===== src/sv/swing_peak_trough_confirmer_core_macros.svh =====
// Assertion macros used by the block's RTL (spt_tracker.sv).
// They expect the including module to have aclk and aresetn.
`ifndef SWING_PEAK_TROUGH_CONFIRMER_CORE_MACROS_SVH
`define SWING_PEAK_TROUGH_CONFIRMER_CORE_MACROS_SVH

`define SPT_ASSERT_NOW(name, ante, cons) \
    name: assert property (@(posedge aclk) disable iff (!aresetn) (ante) |-> (cons)) \
        else $error("spt assertion failed");

`define SPT_ASSERT_NEXT(name, ante, cons) \
    name: assert property (@(posedge aclk) disable iff (!aresetn) (ante) |=> (cons)) \
        else $error("spt assertion failed");

`endif


===== src/sv/spt_pkg.sv =====
package spt_pkg;

    localparam int PRICE_BITS      = 32;
    localparam int SUM_BITS        = PRICE_BITS + 1;
    localparam int BAR_BITS        = 32;
    localparam int OFFSET_BITS     = 8;
    localparam int CFG_INDEX_BITS  = 4;
    localparam int CFG_DATA_BITS   = 8;

    localparam logic [BAR_BITS-1:0]       MIN_BAR_INDEX = BAR_BITS'(2);
    localparam logic [OFFSET_BITS-1:0]    OFFSET_RESET  = OFFSET_BITS'(3);

    localparam logic [CFG_INDEX_BITS-1:0] CFG_SCAN_ENABLE   = CFG_INDEX_BITS'(0);
    localparam logic [CFG_INDEX_BITS-1:0] CFG_MARKER_OFFSET = CFG_INDEX_BITS'(1);

    localparam logic KIND_PEAK   = 1'b0;
    localparam logic KIND_TROUGH = 1'b1;

    typedef struct packed {
        logic [BAR_BITS-1:0]   bar_index;
        logic [PRICE_BITS-1:0] high_price;
        logic [PRICE_BITS-1:0] low_price;
        logic [PRICE_BITS-1:0] close_price;
    } spt_bar_t;

    typedef struct packed {
        logic                  swing_kind;
        logic [BAR_BITS-1:0]   swing_bar;
        logic [PRICE_BITS-1:0] marker_price;
    } spt_swing_t;

    typedef struct packed {
        logic                   scan_enable;
        logic [OFFSET_BITS-1:0] marker_offset_ticks;
    } spt_cfg_t;

endpackage


===== src/sv/swing_peak_trough_confirmer_core.sv =====
// Swing peak and trough confirmer.
// The s_ channel carries one closed price bar per beat: index, high, low
// and close in ticks. The m_ channel carries a beat for each confirmed
// swing: its kind (peak or trough), the bar holding the extreme and the
// marker price, which is the extreme plus or minus the configured offset, saturating.
// The cfg_ channel writes the enable bit (index 0) and the marker offset
// (index 1); it is always ready. The user must make writes while no bar is
// in flight; the block itself does not enforce this. A bar is held in the
// input register and evaluated against the running search state in the
// cycle after its beat; its result is loaded into the output register,
// which drives m_valid, unless that register holds a beat not being taken.
// One bar is taken every cycle while no confirming bar waits on a stalled
// output; the compare and add-or-subtract logic is a single stage.
// Reset clears both searches, starts in peak search, enables scanning and
// sets the offset to three ticks. When the receiver stalls, a pending result
// holds in the output register; bars that confirm nothing keep flowing,
// and a bar that confirms a swing waits in the input register, which drops
// s_ready until the result beat ahead of it has been taken.
module swing_peak_trough_confirmer_core (
    input  logic                                  aclk,
    input  logic                                  aresetn,
    input  logic                                  s_valid,
    output logic                                  s_ready,
    input  spt_pkg::spt_bar_t                     s_data,
    output logic                                  m_valid,
    input  logic                                  m_ready,
    output spt_pkg::spt_swing_t                   m_data,
    input  logic                                  cfg_valid,
    output logic                                  cfg_ready,
    input  logic [spt_pkg::CFG_INDEX_BITS-1:0]    cfg_index,
    input  logic [spt_pkg::CFG_DATA_BITS-1:0]     cfg_data
);
    import spt_pkg::*;

    logic                   scan_enable_reg, scan_enable_next;
    logic [OFFSET_BITS-1:0] offset_reg,      offset_next;
    spt_cfg_t               cfg;
    logic                   bar_valid;
    spt_bar_t               bar;
    logic                   bar_taken;
    logic                   swing_valid;
    spt_swing_t             swing;
    logic                   out_busy;

    assign cfg_ready = 1'b1;

    always_comb begin
        scan_enable_next = scan_enable_reg;
        offset_next      = offset_reg;
        if (cfg_valid) begin
            case (cfg_index)
                CFG_SCAN_ENABLE:   scan_enable_next = cfg_data[0];
                CFG_MARKER_OFFSET: offset_next      = cfg_data[OFFSET_BITS-1:0];
                default: begin
                end
            endcase
        end
    end

    always_ff @(posedge aclk) begin
        if (!aresetn) begin
            scan_enable_reg <= 1'b1;
            offset_reg      <= OFFSET_RESET;
        end else begin
            scan_enable_reg <= scan_enable_next;
            offset_reg      <= offset_next;
        end
    end

    assign cfg.scan_enable         = scan_enable_reg;
    assign cfg.marker_offset_ticks = offset_reg;

    spt_in_reg u_in_reg (
        .aclk      (aclk),
        .aresetn   (aresetn),
        .s_valid   (s_valid),
        .s_ready   (s_ready),
        .s_data    (s_data),
        .bar_valid (bar_valid),
        .bar       (bar),
        .bar_taken (bar_taken)
    );

    spt_tracker u_tracker (
        .aclk        (aclk),
        .aresetn     (aresetn),
        .cfg         (cfg),
        .bar_valid   (bar_valid),
        .bar         (bar),
        .out_busy    (out_busy),
        .bar_taken   (bar_taken),
        .swing_valid (swing_valid),
        .swing       (swing)
    );

    spt_out_reg u_out_reg (
        .aclk     (aclk),
        .aresetn  (aresetn),
        .load     (bar_taken && swing_valid),
        .swing    (swing),
        .out_busy (out_busy),
        .m_valid  (m_valid),
        .m_ready  (m_ready),
        .m_data   (m_data)
    );

endmodule


===== src/sv/spt_in_reg.sv =====
module spt_in_reg (
    input  logic              aclk,
    input  logic              aresetn,
    input  logic              s_valid,
    output logic              s_ready,
    input  spt_pkg::spt_bar_t s_data,
    output logic              bar_valid,
    output spt_pkg::spt_bar_t bar,
    input  logic              bar_taken
);
    import spt_pkg::*;

    logic     valid_reg;
    logic     valid_next;
    spt_bar_t data_reg;
    logic     load;

    assign s_ready   = !valid_reg || bar_taken;
    assign load      = s_valid && s_ready;
    assign bar_valid = valid_reg;
    assign bar       = data_reg;

    always_comb begin
        valid_next = valid_reg;
        if (load) begin
            valid_next = 1'b1;
        end else if (bar_taken) begin
            valid_next = 1'b0;
        end
    end

    always_ff @(posedge aclk) begin
        if (!aresetn) begin
            valid_reg <= 1'b0;
        end else begin
            valid_reg <= valid_next;
        end
    end

    always_ff @(posedge aclk) begin
        if (load) begin
            data_reg <= s_data;
        end
    end

endmodule


===== src/sv/spt_tracker.sv =====
`include "swing_peak_trough_confirmer_core_macros.svh"

module spt_tracker (
    input  logic                aclk,
    input  logic                aresetn,
    input  spt_pkg::spt_cfg_t   cfg,
    input  logic                bar_valid,
    input  spt_pkg::spt_bar_t   bar,
    input  logic                out_busy,
    output logic                bar_taken,
    output logic                swing_valid,
    output spt_pkg::spt_swing_t swing
);
    import spt_pkg::*;

    logic                  seek_trough_reg,  seek_trough_next;
    logic [PRICE_BITS-1:0] peak_price_reg,   peak_price_next;
    logic [BAR_BITS-1:0]   peak_bar_reg,     peak_bar_next;
    logic                  peak_valid_reg,   peak_valid_next;
    logic [PRICE_BITS-1:0] peak_level_reg,   peak_level_next;
    logic [PRICE_BITS-1:0] trough_price_reg, trough_price_next;
    logic [BAR_BITS-1:0]   trough_bar_reg,   trough_bar_next;
    logic                  trough_valid_reg, trough_valid_next;
    logic [PRICE_BITS-1:0] trough_level_reg, trough_level_next;

    logic                  ignore;
    logic                  peak_take;
    logic [PRICE_BITS-1:0] peak_cand;
    logic [BAR_BITS-1:0]   peak_cand_bar;
    logic [PRICE_BITS-1:0] peak_cand_level;
    logic                  peak_hit;
    logic [SUM_BITS-1:0]   peak_sum;
    logic [PRICE_BITS-1:0] peak_marker;
    logic                  trough_take;
    logic [PRICE_BITS-1:0] trough_cand;
    logic [BAR_BITS-1:0]   trough_cand_bar;
    logic [PRICE_BITS-1:0] trough_cand_level;
    logic                  trough_hit;
    logic [SUM_BITS-1:0]   trough_diff;
    logic [PRICE_BITS-1:0] trough_marker;
    logic                  hit;
    logic                  step;

    assign ignore = !cfg.scan_enable || (bar.bar_index < MIN_BAR_INDEX);

    assign peak_take       = bar.high_price > peak_price_reg;
    assign peak_cand       = peak_take ? bar.high_price : peak_price_reg;
    assign peak_cand_bar   = peak_take ? bar.bar_index : peak_bar_reg;
    assign peak_cand_level = peak_take ? bar.low_price : peak_level_reg;
    assign peak_hit        = (peak_valid_reg || peak_take) && (bar.close_price < peak_cand_level);
    assign peak_sum        = {1'b0, peak_cand} + SUM_BITS'(cfg.marker_offset_ticks);
    assign peak_marker     = peak_sum[PRICE_BITS] ? {PRICE_BITS{1'b1}}
                                                  : peak_sum[PRICE_BITS-1:0];

    assign trough_take       = !trough_valid_reg || (bar.low_price < trough_price_reg);
    assign trough_cand       = trough_take ? bar.low_price : trough_price_reg;
    assign trough_cand_bar   = trough_take ? bar.bar_index : trough_bar_reg;
    assign trough_cand_level = trough_take ? bar.high_price : trough_level_reg;
    assign trough_hit        = bar.close_price > trough_cand_level;
    assign trough_diff       = {1'b0, trough_cand} - SUM_BITS'(cfg.marker_offset_ticks);
    assign trough_marker     = trough_diff[PRICE_BITS] ? {PRICE_BITS{1'b0}}
                                                       : trough_diff[PRICE_BITS-1:0];

    assign hit         = !ignore && (seek_trough_reg ? trough_hit : peak_hit);
    assign bar_taken   = bar_valid && (!hit || !out_busy);
    assign swing_valid = bar_valid && hit;
    assign step        = bar_taken && !ignore;

    always_comb begin
        swing.swing_kind   = seek_trough_reg ? KIND_TROUGH : KIND_PEAK;
        swing.swing_bar    = seek_trough_reg ? trough_cand_bar : peak_cand_bar;
        swing.marker_price = seek_trough_reg ? trough_marker : peak_marker;
    end

    always_comb begin
        seek_trough_next  = seek_trough_reg;
        peak_price_next   = peak_price_reg;
        peak_bar_next     = peak_bar_reg;
        peak_valid_next   = peak_valid_reg;
        peak_level_next   = peak_level_reg;
        trough_price_next = trough_price_reg;
        trough_bar_next   = trough_bar_reg;
        trough_valid_next = trough_valid_reg;
        trough_level_next = trough_level_reg;
        if (step && !seek_trough_reg) begin
            if (peak_hit) begin
                seek_trough_next  = 1'b1;
                trough_price_next = bar.low_price;
                trough_bar_next   = bar.bar_index;
                trough_level_next = bar.high_price;
                trough_valid_next = 1'b1;
                peak_price_next   = '0;
                peak_bar_next     = '0;
                peak_level_next   = '0;
                peak_valid_next   = 1'b0;
            end else begin
                peak_price_next = peak_cand;
                peak_bar_next   = peak_cand_bar;
                peak_level_next = peak_cand_level;
                peak_valid_next = peak_valid_reg || peak_take;
            end
        end else if (step) begin
            if (trough_hit) begin
                seek_trough_next  = 1'b0;
                peak_price_next   = bar.high_price;
                peak_bar_next     = bar.bar_index;
                peak_level_next   = bar.low_price;
                peak_valid_next   = 1'b1;
                trough_price_next = '0;
                trough_bar_next   = '0;
                trough_level_next = '0;
                trough_valid_next = 1'b0;
            end else begin
                trough_price_next = trough_cand;
                trough_bar_next   = trough_cand_bar;
                trough_level_next = trough_cand_level;
                trough_valid_next = 1'b1;
            end
        end
    end

    always_ff @(posedge aclk) begin
        if (!aresetn) begin
            seek_trough_reg  <= 1'b0;
            peak_price_reg   <= '0;
            peak_bar_reg     <= '0;
            peak_valid_reg   <= 1'b0;
            peak_level_reg   <= '0;
            trough_price_reg <= '0;
            trough_bar_reg   <= '0;
            trough_valid_reg <= 1'b0;
            trough_level_reg <= '0;
        end else begin
            seek_trough_reg  <= seek_trough_next;
            peak_price_reg   <= peak_price_next;
            peak_bar_reg     <= peak_bar_next;
            peak_valid_reg   <= peak_valid_next;
            peak_level_reg   <= peak_level_next;
            trough_price_reg <= trough_price_next;
            trough_bar_reg   <= trough_bar_next;
            trough_valid_reg <= trough_valid_next;
            trough_level_reg <= trough_level_next;
        end
    end

    `SPT_ASSERT_NOW(a_one_search_live, 1'b1, !(peak_valid_reg && trough_valid_reg))
    `SPT_ASSERT_NOW(a_trough_tracks_mode, 1'b1, seek_trough_reg == trough_valid_reg)
    `SPT_ASSERT_NEXT(a_confirm_flips_mode, bar_taken && swing_valid,
        seek_trough_reg != $past(seek_trough_reg))
    `SPT_ASSERT_NEXT(a_ignored_bar_keeps_state, bar_taken && ignore,
        $stable(seek_trough_reg) && $stable(peak_price_reg) && $stable(trough_price_reg))

endmodule


===== src/sv/spt_out_reg.sv =====
module spt_out_reg (
    input  logic                aclk,
    input  logic                aresetn,
    input  logic                load,
    input  spt_pkg::spt_swing_t swing,
    output logic                out_busy,
    output logic                m_valid,
    input  logic                m_ready,
    output spt_pkg::spt_swing_t m_data
);
    import spt_pkg::*;

    logic       valid_reg;
    logic       valid_next;
    spt_swing_t data_reg;

    assign out_busy = valid_reg && !m_ready;
    assign m_valid  = valid_reg;
    assign m_data   = data_reg;

    always_comb begin
        valid_next = valid_reg;
        if (load) begin
            valid_next = 1'b1;
        end else if (m_ready) begin
            valid_next = 1'b0;
        end
    end

    always_ff @(posedge aclk) begin
        if (!aresetn) begin
            valid_reg <= 1'b0;
        end else begin
            valid_reg <= valid_next;
        end
    end

    always_ff @(posedge aclk) begin
        if (load) begin
            data_reg <= swing;
        end
    end

endmodule


===== config.mk =====
export PLATFORM = sky130hd
export DESIGN_NAME = swing_peak_trough_confirmer_core
export DESIGN_NICKNAME = d
export VERILOG_FILES = /design/src/sv/spt_pkg.sv /design/src/sv/swing_peak_trough_confirmer_core.sv /design/src/sv/spt_in_reg.sv /design/src/sv/spt_tracker.sv /design/src/sv/spt_out_reg.sv
export VERILOG_INCLUDE_DIRS = /design/src /design/src/sv
export SDC_FILE = /design/constraint.sdc
export NUM_CORES = 1
export LEC_CHECK = 0
export ABC_AREA = 0
export BUFFER_PORTS_ARGS = -buffer_cell sky130_fd_sc_hd__clkbuf_2
export CORE_MARGIN = 2
export CORE_UTILIZATION = 35
export CTS_CLUSTER_DIAMETER = 100
export CTS_CLUSTER_SIZE = 40
export DETAILED_ROUTE_END_ITERATION = 10
export MAX_ROUTING_LAYER = met4
export PLACE_DENSITY = 0.5
export REMOVE_ABC_BUFFERS = 1
export SLEW_MARGIN = 10
export SYNTH_ARGS = -nofsm -noshare
export SYNTH_HDL_FRONTEND = slang
export SYNTH_HIERARCHICAL = 1
export SYNTH_SLANG_ARGS = --single-unit
export TNS_END_PERCENT = 30

===== constraint.sdc =====
create_clock -name aclk -period 19.82 [get_ports aclk]
set_clock_uncertainty 0.05 [all_clocks]
set_input_delay 2.973 -clock aclk [delete_from_list [all_inputs] [get_ports aclk]]
set_output_delay 2.973 -clock aclk [all_outputs]
set_load 0.05 [all_outputs]

==> run_results.csv <==
group,metric,value,unit
timing,fin_crit_sh,0.487,
floorplan,fp.coreArea,58800,um^2
floorplan,die_w,248,um
route,dr_wl_met3,2.69,mm
synth,synth-edff-count,193,
floorplan,initial_core_util,0.353,
synth,seq_area_frac_synth,0.478,
setup_path,critPathMaxFanout,60,
timing,layout_min_cycle_time,9.65,ns
setup_path,crit_chain,"ha_1 -> nand4_1 -> nor4_1 -> a221o_1 -> o31a_2 -> buf_4 -> mux2i_1 -> ha_1 -> a21oi_1 -> a21oi_1 -> a211oi_1 -> and4_1 -> o311ai_0 -> o21a_1 -> a21oi_1 -> o21ai_0 -> o21a_1 -> nand2b_4 -> clkbuf_2",
layout,final_common_cell,"clkbuf_2",
timing,tightest_slew,1.09,ns
route,num_vias,16100,
synth,synth_cell_types,81,
route,avgRoutedWirePerCell,21.9,um
place,dp.cells,2876,
floorplan,row_count,89,
pwr,vdd_drop_max,0.0000793,V
setup_path,end_kind,"primary output",
worst_hold_path,hold_class,"flop to flop",
route,wl_met2,29.1,mm
global_routing,overflow,0,
pwr,powerDensity,83.5,nW/um^2
layout,instances_no_fill,2916,
route,top_layer_used,"met4",
synth,synth-seq-cells,399,
synth,syn_area_per_cell,10.5,um^2
layout,drive_above_1_share,0.142,
timing,finalMaxSlewViolations,0,
setup_path,required,16.80,ns
setup_path,timing.setup.critical_path_class,"flop to primary output",
cts,post_cts_buffers,0,
place,io_buffers,211,
cts,clk_pin_slew,0.12,ns
cts,cts.sinks,399,
timing,slew_headroom,0.264,
setup_path,critical_path.startpoint_type,"flop",
place,gp_congestion,0.888,
global_routing,grt_pass1_wl,95.4,mm
route,drt-met1-wl,30.0,mm
route,drt_first_iter_violations,1165,
synth,yosysWarnings,6,
route,first_pass_iters,5,
cts,clkLatencyLatePin,0.59,ns
cts,root_buffer,"clkbuf_16",
route,drc,0,
global_routing,grtUsageTotal,0.209,
cts,cts_tree,"built",
setup_path,critical_path.max_stage_delay,0.69,ns
timing,hold_viol_final,0,
outcome,status,"finished, final reports clean",
global_routing,grt_start_max_net_pins,141,
synth,ys.flop_type,"dfxtp_1",
timing,rsz0062_at_grt,"no",
cts,cts_resized,0,
cts,cts_buffer_depth,3,
timing,setup_violations,0,
timing,max_freq,104,MHz
route,totalWireLength,63.7,mm
route,postRouteAntennaNets,0,
cts,cts_htree_levels,1,
place,post-dp-hpwl,44.0,mm
floorplan,die_y,248,um
pwr,finalPower,1.94,mW
synth,syn_area,20800,um^2
cts,cts_buffers,21,
setup_path,cp.arrival,6.63,ns
floorplan,io-pin-count,213,
synth,async_reset_ff_frac,0,
floorplan,fp.dieArea,61300,um^2
global_routing,grt_pass1_vias,15600,
global_routing,antenna_found_initial,4,
pwr,p_leak,9.39,nW
flow_run,max_cap_violations,0,
setup_path,cp_common_cell,"a21oi_1",
setup_path,slowest_stage,"nor4_1",
route,vias_per_cell,5.51,
cts,cts_hold_buf,0,
layout,fin_nets,2416,
layout,layout_common_cells,"clkbuf_2, dfxtp_1, edfxtp_1, a22o_1, nand2_1",
layout,area_growth,12.2,%
timing,finalSetupTns,0,ns
layout,largest_register_ffs,128,
synth,syn_inst,1983,
worst paths after layout:
kind	cells past startpoint	endpoint	start	slack (ns)
max	19	s_ready	u_in_reg/bar[79]	10.17
min	1	u_tracker/trough_bar_reg[10]	u_tracker/trough_bar_reg[10]	0.44
max reg2reg	18	u_out_reg/m_data[23]	u_in_reg/bar[37]	12.54
min reg2reg	1	u_tracker/trough_bar_reg[10]	u_tracker/trough_bar_reg[10]	0.44
metrics by stage:
stage	worst slack (ns)	utilization	area, um^2	hold slack [ns]
4_1_cts	9.67	0.396	23300	0.439
2_1_floorplan	8.21	-	20200	0.389
3_3_place_gp	10.37	0.383	22500	0.404
3_5_place_dp	10.37	0.383	22500	0.403
6_report	10.17	0.396	23300	0.435
5_1_grt	9.73	0.396	23300	0.450
power by group:
part	switching, mW	leakage [nW]	internal, mW
registers	0.0490	3.49	0.922
clock network	0.331	0.368	0.221
logic	0.263	5.53	0.159
total	0.643	9.39	1.30
metal layers:
metal / global-route usage / vias to the layer above
met5: - / -
met2: 0.324 / 401
met4: 0.0631 / 0
met3: 0.0236 / 83
li1: - / 7730
met1: 0.286 / 7858
cell type report:
| class | instances | area [um^2] |
|---|---|---|
| timing repair buffer | 234 | 1240 |
| tap | 773 | 967 |
| clock inverter | 15 | 241 |
| multi-input combinational | 1380 | 10000 |
| fill | 5798 | 35500 |
| inverter | 91 | 342 |
| clock buffer | 22 | 529 |
| sequential | 399 | 9920 |
| antenna | 2 | 5.00 |
critical path: cells and delay by family, from the launching register on:
kind / cells / cell delay, ns
mux: 1 / 0.29
fa+ha+maj: 2 / 0.67
compound gates: 10 / 2.34
simple gates: 4 / 1.30
flops: 1 / 0.55
buf+inv: 2 / 0.85
cells by family after synthesis:
logic type,Yosys count,synth area share
AO/OA/AOI/OAI,517,0.181
adder cells (fa/ha/maj),144,0.0875
XOR/XNOR,58,0.0245
flip-flops,399,0.478
other,1,0.000181
buffers and inverters,204,0.0412
multiplexers,131,0.0635
AND/OR/NAND/NOR,529,0.125
cell usage after synthesis (33+ instances only):
cell      instances  area share
dfxtp_1         206        0.20
a22o_1          193       0.081
edfxtp_1        193        0.28
nand2_1         176       0.032
ha_1            142       0.086
mux2i_1         125       0.060
a21oi_1         124       0.030
nor2_1          100       0.018
inv_1            90       0.016
clkbuf_1         63       0.011
o21ai_0          63       0.015
nand3_1          49       0.012
xnor2_1          42       0.018
and3_1           39       0.012
buf_2            38      0.0092
nand4_1          34       0.010
nor3_1           33      0.0080
No activity file was read; power rests on OpenSTA's default activity.
